<file path="src/hw/rtl/i2c_bus_clear_sequencer_assert.svh">
// Assertion macros for the I2C bus clear sequencer.
// Depends on nothing; taken in by the top level with `include.
`ifndef I2C_BUS_CLEAR_SEQUENCER_ASSERT_SVH
`define I2C_BUS_CLEAR_SEQUENCER_ASSERT_SVH
`ifndef SYNTHESIS
`define ASSERT_IMPLIES(label, clk, rst, ante, cons) \
  label: assert property (@(posedge clk) disable iff (rst) (ante) |-> (cons)) \
    else $error("implication check failed");
`define ASSERT_NEXT(label, clk, rst, ante, cons) \
  label: assert property (@(posedge clk) disable iff (rst) (ante) |=> (cons)) \
    else $error("next-cycle check failed");
`else
`define ASSERT_IMPLIES(label, clk, rst, ante, cons)
`define ASSERT_NEXT(label, clk, rst, ante, cons)
`endif
`endif

</file>
<file path="src/hw/rtl/i2cbc_pkg.sv">
// Package for the I2C bus clear sequencer: register indexes, reset values,
// status codes and the result beat type. Depends on nothing.
`timescale 1ns / 1ps
package i2cbc_pkg;

  localparam int COUNT_WIDTH_DEFAULT = 24;
  localparam int CFG_DATA_WIDTH      = 24;
  localparam int CFG_INDEX_WIDTH     = 3;
  localparam int LEN_WIDTH           = 24;

  localparam logic [CFG_INDEX_WIDTH-1:0] REG_POWER_UP_WAIT = 3'd0;
  localparam logic [CFG_INDEX_WIDTH-1:0] REG_HALF_PERIOD   = 3'd1;
  localparam logic [CFG_INDEX_WIDTH-1:0] REG_POLL_INTERVAL = 3'd2;
  localparam logic [CFG_INDEX_WIDTH-1:0] REG_POLL_LIMIT    = 3'd3;
  localparam logic [CFG_INDEX_WIDTH-1:0] REG_PULSE_LIMIT   = 3'd4;

  localparam logic [23:0] POWER_UP_WAIT_RESET = 24'd2500000;
  localparam logic [9:0]  HALF_PERIOD_RESET   = 10'd10;
  localparam logic [23:0] POLL_INTERVAL_RESET = 24'd100000;
  localparam logic [7:0]  POLL_LIMIT_RESET    = 8'd20;
  localparam logic [7:0]  PULSE_LIMIT_RESET   = 8'd20;

  localparam logic [1:0] STATUS_CLEARED   = 2'd0;
  localparam logic [1:0] STATUS_SCL_LOW   = 2'd1;
  localparam logic [1:0] STATUS_STRETCH   = 2'd2;
  localparam logic [1:0] STATUS_SDA_STUCK = 2'd3;

  typedef struct packed {
    logic       scl_drive_low;
    logic       sda_drive_low;
    logic       scl_pullup;
    logic       sda_pullup;
    logic       busy_res;
    logic       done_res;
    logic [1:0] status;
  } result_t;

endpackage

</file>
<file path="src/hw/rtl/i2c_bus_clear_sequencer.sv">
// I2C bus clear sequencer, one timer tick per input beat.
// A result beat is registered in the output register, or in the skid register while the output stalls.
// Throughput: one beat per cycle while the skid register is empty; the sequencer state advances in one pass.
// Reset (rst, synchronous): idle, counters zero, status 0, registers at defaults.
// Depends on i2cbc_pkg and i2c_bus_clear_sequencer_assert.svh.
`timescale 1ns / 1ps
`include "i2c_bus_clear_sequencer_assert.svh"
module i2c_bus_clear_sequencer #(
  parameter int COUNT_WIDTH = i2cbc_pkg::COUNT_WIDTH_DEFAULT
) (
  input  logic                                  clk,
  input  logic                                  rst,
  // Tick input channel.
  input  logic                                  in_valid,
  output logic                                  in_ready,
  input  logic                                  start_req,
  input  logic                                  scl_level,
  input  logic                                  sda_level,
  // Result channel.
  output logic                                  out_valid,
  input  logic                                  out_ready,
  output logic                                  scl_drive_low,
  output logic                                  sda_drive_low,
  output logic                                  scl_pullup,
  output logic                                  sda_pullup,
  output logic                                  busy_res,
  output logic                                  done_res,
  output logic [1:0]                            status,
  // Configuration write port.
  input  logic                                  cfg_we,
  input  logic [i2cbc_pkg::CFG_INDEX_WIDTH-1:0] cfg_index,
  input  logic [i2cbc_pkg::CFG_DATA_WIDTH-1:0]  cfg_data
);

  // Phase codes of the sequencer. The one spare code behaves as idle.
  localparam logic [2:0] PH_IDLE    = 3'd0;
  localparam logic [2:0] PH_POWER   = 3'd1;
  localparam logic [2:0] PH_LOW     = 3'd2;
  localparam logic [2:0] PH_HIGH    = 3'd3;
  localparam logic [2:0] PH_STRETCH = 3'd4;
  localparam logic [2:0] PH_START   = 3'd5;
  localparam logic [2:0] PH_STOP    = 3'd6;

  localparam int LW   = i2cbc_pkg::LEN_WIDTH;
  // Width large enough to compare a length against the largest count.
  localparam int WIDE = (LW > COUNT_WIDTH) ? LW : COUNT_WIDTH;

  // A length of n ticks loads n-1, a zero length acts as one tick, and a length
  // that does not fit in the counter saturates to its largest value.
  function automatic logic [COUNT_WIDTH-1:0] sat_len(input logic [LW-1:0] len);
    logic [LW-1:0]   v;
    logic [WIDE-1:0] v_w;
    logic [WIDE-1:0] max_w;
    v     = (len == '0) ? '0 : len - LW'(1);
    v_w   = WIDE'(v);
    max_w = WIDE'({COUNT_WIDTH{1'b1}});
    if (v_w > max_w) begin
      v_w = max_w;
    end
    return v_w[COUNT_WIDTH-1:0];
  endfunction

  // Configuration registers.
  logic [23:0] power_up_wait;
  logic [9:0]  half_period;
  logic [23:0] poll_interval;
  logic [7:0]  poll_limit;
  logic [7:0]  pulse_limit;

  always_ff @(posedge clk) begin
    if (rst) begin
      power_up_wait <= i2cbc_pkg::POWER_UP_WAIT_RESET;
      half_period   <= i2cbc_pkg::HALF_PERIOD_RESET;
      poll_interval <= i2cbc_pkg::POLL_INTERVAL_RESET;
      poll_limit    <= i2cbc_pkg::POLL_LIMIT_RESET;
      pulse_limit   <= i2cbc_pkg::PULSE_LIMIT_RESET;
    end else if (cfg_we) begin
      case (cfg_index)
        i2cbc_pkg::REG_POWER_UP_WAIT: power_up_wait <= cfg_data;
        i2cbc_pkg::REG_HALF_PERIOD:   half_period   <= cfg_data[9:0];
        i2cbc_pkg::REG_POLL_INTERVAL: poll_interval <= cfg_data;
        i2cbc_pkg::REG_POLL_LIMIT:    poll_limit    <= cfg_data[7:0];
        i2cbc_pkg::REG_PULSE_LIMIT:   pulse_limit   <= cfg_data[7:0];
        default: begin
        end
      endcase
    end
  end

  // Sequencer state.
  logic [2:0]             phase;
  logic [COUNT_WIDTH-1:0] wait_count;
  logic [7:0]             pulses_left;
  logic [7:0]             polls_left;
  logic [1:0]             last_status;

  logic [2:0]             phase_next;
  logic [COUNT_WIDTH-1:0] wait_count_next;
  logic [7:0]             pulses_left_next;
  logic [7:0]             polls_left_next;
  logic [1:0]             last_status_next;
  logic                   finished;
  logic                   check_sda;

  // Counter loads for each kind of timed phase, ready before the decision.
  logic [COUNT_WIDTH-1:0] half_load;
  logic [COUNT_WIDTH-1:0] power_load;
  logic [COUNT_WIDTH-1:0] poll_load;

  assign half_load  = sat_len(LW'(half_period));
  assign power_load = sat_len(power_up_wait);
  assign poll_load  = sat_len(poll_interval);

  // One pass of the sequencer for the current tick. A timed phase counts down
  // while wait_count is nonzero and makes its decision on the tick after the
  // count is spent. Whenever SCL is known to be high, the SDA level decides
  // between another clock pulse, the SDA stuck error, or the START/STOP tail.
  always_comb begin
    phase_next       = phase;
    wait_count_next  = wait_count;
    pulses_left_next = pulses_left;
    polls_left_next  = polls_left;
    last_status_next = last_status;
    finished         = 1'b0;
    check_sda        = 1'b0;

    if (phase == PH_IDLE || phase > PH_STOP) begin
      phase_next = PH_IDLE;
      if (start_req) begin
        phase_next       = PH_POWER;
        pulses_left_next = pulse_limit;
        polls_left_next  = '0;
        wait_count_next  = power_load;
      end
    end else if (wait_count != '0) begin
      wait_count_next = wait_count - COUNT_WIDTH'(1);
    end else begin
      case (phase)
        PH_POWER: begin
          if (!scl_level) begin
            phase_next       = PH_IDLE;
            last_status_next = i2cbc_pkg::STATUS_SCL_LOW;
            finished         = 1'b1;
          end else begin
            check_sda = 1'b1;
          end
        end
        PH_LOW: begin
          phase_next      = PH_HIGH;
          wait_count_next = half_load;
        end
        PH_HIGH: begin
          if (scl_level) begin
            check_sda = 1'b1;
          end else if (poll_limit == '0) begin
            phase_next       = PH_IDLE;
            last_status_next = i2cbc_pkg::STATUS_STRETCH;
            finished         = 1'b1;
          end else begin
            // A slave holds SCL low: start polling it.
            polls_left_next = poll_limit - 8'd1;
            phase_next      = PH_STRETCH;
            wait_count_next = poll_load;
          end
        end
        PH_STRETCH: begin
          if (scl_level) begin
            check_sda = 1'b1;
          end else if (polls_left == '0) begin
            phase_next       = PH_IDLE;
            last_status_next = i2cbc_pkg::STATUS_STRETCH;
            finished         = 1'b1;
          end else begin
            polls_left_next = polls_left - 8'd1;
            wait_count_next = poll_load;
          end
        end
        PH_START: begin
          phase_next      = PH_STOP;
          wait_count_next = half_load;
        end
        PH_STOP: begin
          phase_next       = PH_IDLE;
          last_status_next = i2cbc_pkg::STATUS_CLEARED;
          finished         = 1'b1;
        end
        default: begin
          phase_next = PH_IDLE;
        end
      endcase

      if (check_sda) begin
        if (!sda_level) begin
          if (pulses_left != '0) begin
            pulses_left_next = pulses_left - 8'd1;
            phase_next       = PH_LOW;
            wait_count_next  = half_load;
          end else begin
            phase_next       = PH_IDLE;
            last_status_next = i2cbc_pkg::STATUS_SDA_STUCK;
            finished         = 1'b1;
          end
        end else begin
          phase_next      = PH_START;
          wait_count_next = half_load;
        end
      end
    end
  end

  // Line controls follow the phase after the tick. When idle, the pull-ups
  // remain on after a failed sequence so the bus is not left floating.
  i2cbc_pkg::result_t result;

  always_comb begin
    result             = '0;
    result.busy_res    = (phase_next != PH_IDLE);
    result.done_res    = finished;
    result.status      = last_status_next;
    case (phase_next)
      PH_IDLE: begin
        result.scl_pullup = (last_status_next != i2cbc_pkg::STATUS_CLEARED);
        result.sda_pullup = (last_status_next != i2cbc_pkg::STATUS_CLEARED);
      end
      PH_LOW: begin
        result.scl_drive_low = 1'b1;
        result.sda_pullup    = 1'b1;
      end
      PH_START: begin
        result.sda_drive_low = 1'b1;
        result.scl_pullup    = 1'b1;
      end
      default: begin
        result.scl_pullup = 1'b1;
        result.sda_pullup = 1'b1;
      end
    endcase
  end

  // Handshake. The output register and a skid register let the input take a
  // beat while a result waits; input stalls only when the skid is full.
  logic               in_accept;
  logic               skid_valid;
  i2cbc_pkg::result_t skid;
  i2cbc_pkg::result_t out_reg;

  assign in_ready  = !skid_valid;
  assign in_accept = in_valid && in_ready;

  always_ff @(posedge clk) begin
    if (rst) begin
      phase       <= PH_IDLE;
      wait_count  <= '0;
      pulses_left <= '0;
      polls_left  <= '0;
      last_status <= i2cbc_pkg::STATUS_CLEARED;
    end else if (in_accept) begin
      phase       <= phase_next;
      wait_count  <= wait_count_next;
      pulses_left <= pulses_left_next;
      polls_left  <= polls_left_next;
      last_status <= last_status_next;
    end
  end

  always_ff @(posedge clk) begin
    if (rst) begin
      out_valid  <= 1'b0;
      skid_valid <= 1'b0;
    end else begin
      if (!out_valid || out_ready) begin
        if (skid_valid) begin
          out_valid  <= 1'b1;
          skid_valid <= 1'b0;
        end else begin
          out_valid <= in_accept;
        end
      end else if (in_accept) begin
        skid_valid <= 1'b1;
      end
    end
  end

  always_ff @(posedge clk) begin
    if (!out_valid || out_ready) begin
      if (skid_valid) begin
        out_reg <= skid;
      end else if (in_accept) begin
        out_reg <= result;
      end
    end else if (in_accept) begin
      skid <= result;
    end
  end

  assign scl_drive_low = out_reg.scl_drive_low;
  assign sda_drive_low = out_reg.sda_drive_low;
  assign scl_pullup    = out_reg.scl_pullup;
  assign sda_pullup    = out_reg.sda_pullup;
  assign busy_res      = out_reg.busy_res;
  assign done_res      = out_reg.done_res;
  assign status        = out_reg.status;

  // The skid register only fills behind a stalled output beat.
  `ASSERT_IMPLIES(a_skid_behind_out, clk, rst, skid_valid, out_valid)
  // A beat that finishes a sequence shows the block idle again.
  `ASSERT_IMPLIES(a_done_not_busy, clk, rst, out_valid && done_res, !busy_res)
  // SCL is never driven low and pulled up at once.
  `ASSERT_IMPLIES(a_scl_no_fight, clk, rst, out_valid && scl_drive_low, !scl_pullup)
  // A stalled result with a full skid keeps the input closed next cycle.
  `ASSERT_NEXT(a_skid_stall, clk, rst, skid_valid && out_valid && !out_ready, !in_ready)

endmodule
</file>
<file path="config.mk">
export PLATFORM = sky130hd
export DESIGN_NAME = i2c_bus_clear_sequencer
export DESIGN_NICKNAME = d
export VERILOG_FILES = /design/src/hw/rtl/i2cbc_pkg.sv /design/src/hw/rtl/i2c_bus_clear_sequencer.sv
export VERILOG_INCLUDE_DIRS = /design/src /design/src/hw/rtl
export SDC_FILE = /design/constraint.sdc
export NUM_CORES = 1
export LEC_CHECK = 0
export ABC_AREA = 1
export BUFFER_PORTS_ARGS = -buffer_cell sky130_fd_sc_hd__buf_2
export CAP_MARGIN = 0
export CORE_UTILIZATION = 60
export DETAILED_ROUTE_END_ITERATION = 8
export PLACE_DENSITY = 0.79
export SLEW_MARGIN = 20
export SYNTH_ARGS = -nofsm -noshare
export SYNTH_HDL_FRONTEND = slang
export SYNTH_SLANG_ARGS = --single-unit
</file>
<file path="constraint.sdc">
create_clock -name clk -period 3.1 [get_ports clk]
set_clock_uncertainty 0.2 [all_clocks]
set_input_delay 0.155 -clock clk [delete_from_list [all_inputs] [get_ports clk]]
set_output_delay 0.155 -clock clk [all_outputs]
set_load 0.02 [all_outputs]
</file>
==> results.ini <==
[drt]
finalWirelength_um = 24320
drtAntennaViolNets = 0
vias = 8606
wl_per_cell_um = 15.94
drtPass1Iterations = 5
first_iter_violations = 919
via_per_inst = 5.640
drc = 0

[worst_setup_path]
end_kind = flop
r2r-start = wait_count[0]$_SDFFE_PP0P_
ff2ff_path_depth = 13
cp.required_ns = 3.09
setup.worst_path.end = sda_pullup$_DFFE_PP_
r2r_setup_slack_ns = 0.46
r2r_end = sda_pullup$_DFFE_PP_
worstPathMaxFanout = 5
critPathLaunchType = flop
crit_type = flop to flop
setup.worst_path.start = wait_count[0]$_SDFFE_PP0P_
arrival_ns = 2.63

[placement]
placed_cell_area_um2 = 8720
pre_cts_slack_ns = 0.4891
routabilityCongestion = 0.9174
port_buffers = 44
hpwlAfterDp_um = 16850

[synth]
synth_area_um2 = 8389
yosysWarningCount = 0
synth_edf_count = 16
syn_inst = 1276
synth.avg_cell_area_um2 = 6.575
yosys.cell_count.top_type = nand2_1
synth_top_family_by_area = simple AND/OR/NAND/NOR gates
synthArstFlopShare_pct = 0
synth-xor-area-share_pct = 6.473
synth_area_leaders = dfxtp_1, nand2_1, nor2_1
synth_compound_area_share_pct = 17.27
synthFlopType = dfxtp_1
synth-simple-area-share_pct = 31.77
synthMuxAreaShare_pct = 0.1193
synth-seq-cells = 137
synthTopCellsByCount = nand2_1, nor2_1, inv_1
ys_seq_area_share_pct = 34.60
synth.top_cell.area_share_pct = 28.87
synth_area_leader_cell = dfxtp_1
syn_nets = 1320
synth.distinct_cells = 43
yosys.area_share.adder_pct = 1.342

[cells_and_area]
area_growth_syn_to_layout_pct = 15.29
drive_above_1_share_pct = 10.52
fin_area_um2 = 9672
diodes = 0
nNetsFinal = 1381
fin_util_pct = 71.89

[sta]
relSlewSlack_pct = 32.17
layout_setup_ws_ns = 0.4571
setup_viol = 0
finalCritPeriodShare_pct = 85.26
rsz0062_at_grt = false
fin_crit_ns = 2.643
worst_slew_pin_slew_ns = 1.016
slew_viol_final = 0
hold_viol_final = 0
timing.setup.tns_ns = 0
clock.fmax_ghz = 0.3784

[cts]
clkLatencyLatePin_ns = 0.43
cts_resized = 0
cts.path.max_buffers = 2
post-cts-setup-buffer-count = 0
clock-sinks = 137
tritoncts = done
cts_made_buffers = 17
path_clk_slew_ns = 0.06
htree_levels = 4
holdBufCountCts = 30
cts-root-buf = clkbuf_16

[floorplan]
row_count = 42
die_y_um = 120.2
initial_utilization_pct = 62.36
design.portCount = 45
design.core.area_um2 = 13450
dieArea_um2 = 14460
die_w_um = 120.2

[pwr]
p_leak_nw = 4.304
peakVddDrop_uv = 454.1
power_density_nw_per_um2 = 555.2
p_total_mw = 5.370

[global_route]
grt_max_degree = 47
grt_pass1_vias = 7821
grt_first_pass_wirelength_um = 39120
grt_usage_pct = 34.80
grt-ovfl-total = 0
antenna_found_initial = 0

[status]
status = finished, final reports clean

[hold_path]
hp-class = input pin to flop

[run]
max-cap-violations = 0

-- cell usage in the layout (no fill, tap or decap), types with 2 or more instances in the layout --
cell           netlist  layout
nand2_1            284     284
nor2_1             193     193
inv_1              125     124
dfxtp_1            121     121
o21ai_0            120     120
a21oi_1             91      91
nand3_1             74      74
xor2_1              46      46
buf_2                8      44
dlygate4sd3_1        0      30
o21ai_1             25      25
clkbuf_16            0      18
xnor2_1             16      16
edfxtp_1            16      16
nor2_2              15      15
nand4_1             12      12
o211ai_1            12      12
nand2_2             11      11
nor3_1              11      11
inv_2                9      10
ha_1                 9       9
buf_4                2       9
o22ai_1              7       7
a31oi_1              7       7
nor2_4               4       4
bufinv_16            0       4
or2_2                3       3
a211oi_1             3       3
clkinv_2             0       3
inv_6                0       3
clkinv_4             0       3
nand3_4              2       2
o21a_1               2       2
nand3_2              2       2
nor3_2               2       2
o221ai_1             2       2
-- layer usage --
layer	vias up	global-route usage (%)	share of wire (%)
li1	4276	-	-
met4	0	10.26	1.7
met3	36	7.358	9.8
met1	3895	48.47	44
met2	399	54.17	45
met5	-	0	0
-- cell type report --
class / count / area [µm²]
multi-input cells: 962 / 4780
flip-flops and latches: 137 / 2903
clock inverters: 13 / 187.7
repair buffers: 84 / 608.1
fillers: 1124 / 3781
inverters: 135 / 509.2
well taps: 176 / 220.2
clock buffers: 19 / 464.2
-- worst max-delay path, cell delays in order (launching register included) --
cell and delay, ns:
dfxtp_1 0.31, inv_1 0.13, ha_1 0.27, nand3_1 0.19, nor2_2 0.23, nand4_2 0.24
nor2_2 0.22, nand2_1 0.09, nand2_1 0.14, nand2_1 0.12, nand2_1 0.10, nand2_2 0.06
nand2_1 0.05, nand2_1 0.05
-- state kept, by name, summed over array words and instances, names as in the netlist, 2 cells and up --
| register | cells |
|---|---|
| poll_interval | 24 |
| phase | 3 |
| poll_limit | 8 |
| power_up_wait | 24 |
| pulses_left | 8 |
| half_period | 10 |
| last_status | 2 |
| skid | 8 |
| status | 2 |
| polls_left | 8 |
| wait_count | 24 |
| pulse_limit | 8 |
-- power breakdown --
part | switching [mW] | internal (mW) | total (mW)
logic | 0.730 | 0.374 | 1.10
clock network | 0.835 | 1.42 | 2.26
registers | 0.106 | 1.90 | 2.01
total | 1.67 | 3.70 | 5.37
-- stage by stage --
step / cells / hold WS [ns]
6_report: 1526 / 0.01689
5_1_grt: 1526 / 0.03109
4_1_cts: 1526 / 0.002890
3_5_place_dp: 1464 / 0.1865
3_3_place_gp: 1464 / 0.1782
2_1_floorplan: 1276 / 0.06822
-- logic make-up after synthesis --
kind of cell    after synthesis
mux                           1
fa+ha+maj                     9
flops                       137
compound gates              272
xor+xnor                     62
buf+inv                     177
simple gates                618
-- worst min-delay path by stage --
stage | from | cells past startpoint | to
after global placement | cfg_data[18] | 3 | power_up_wait[18]$_SDFFE_PP1P_
final | rst | 2 | polls_left[3]$_SDFFE_PP0P_
after global routing | rst | 2 | polls_left[3]$_SDFFE_PP0P_
after floorplan | cfg_data[2] | 2 | pulse_limit[2]$_SDFFE_PP1P_
after detailed placement | cfg_data[10] | 3 | power_up_wait[10]$_SDFFE_PP1P_
after CTS | rst | 2 | polls_left[2]$_SDFFE_PP0P_
Power figures use the tool's default switching activity.
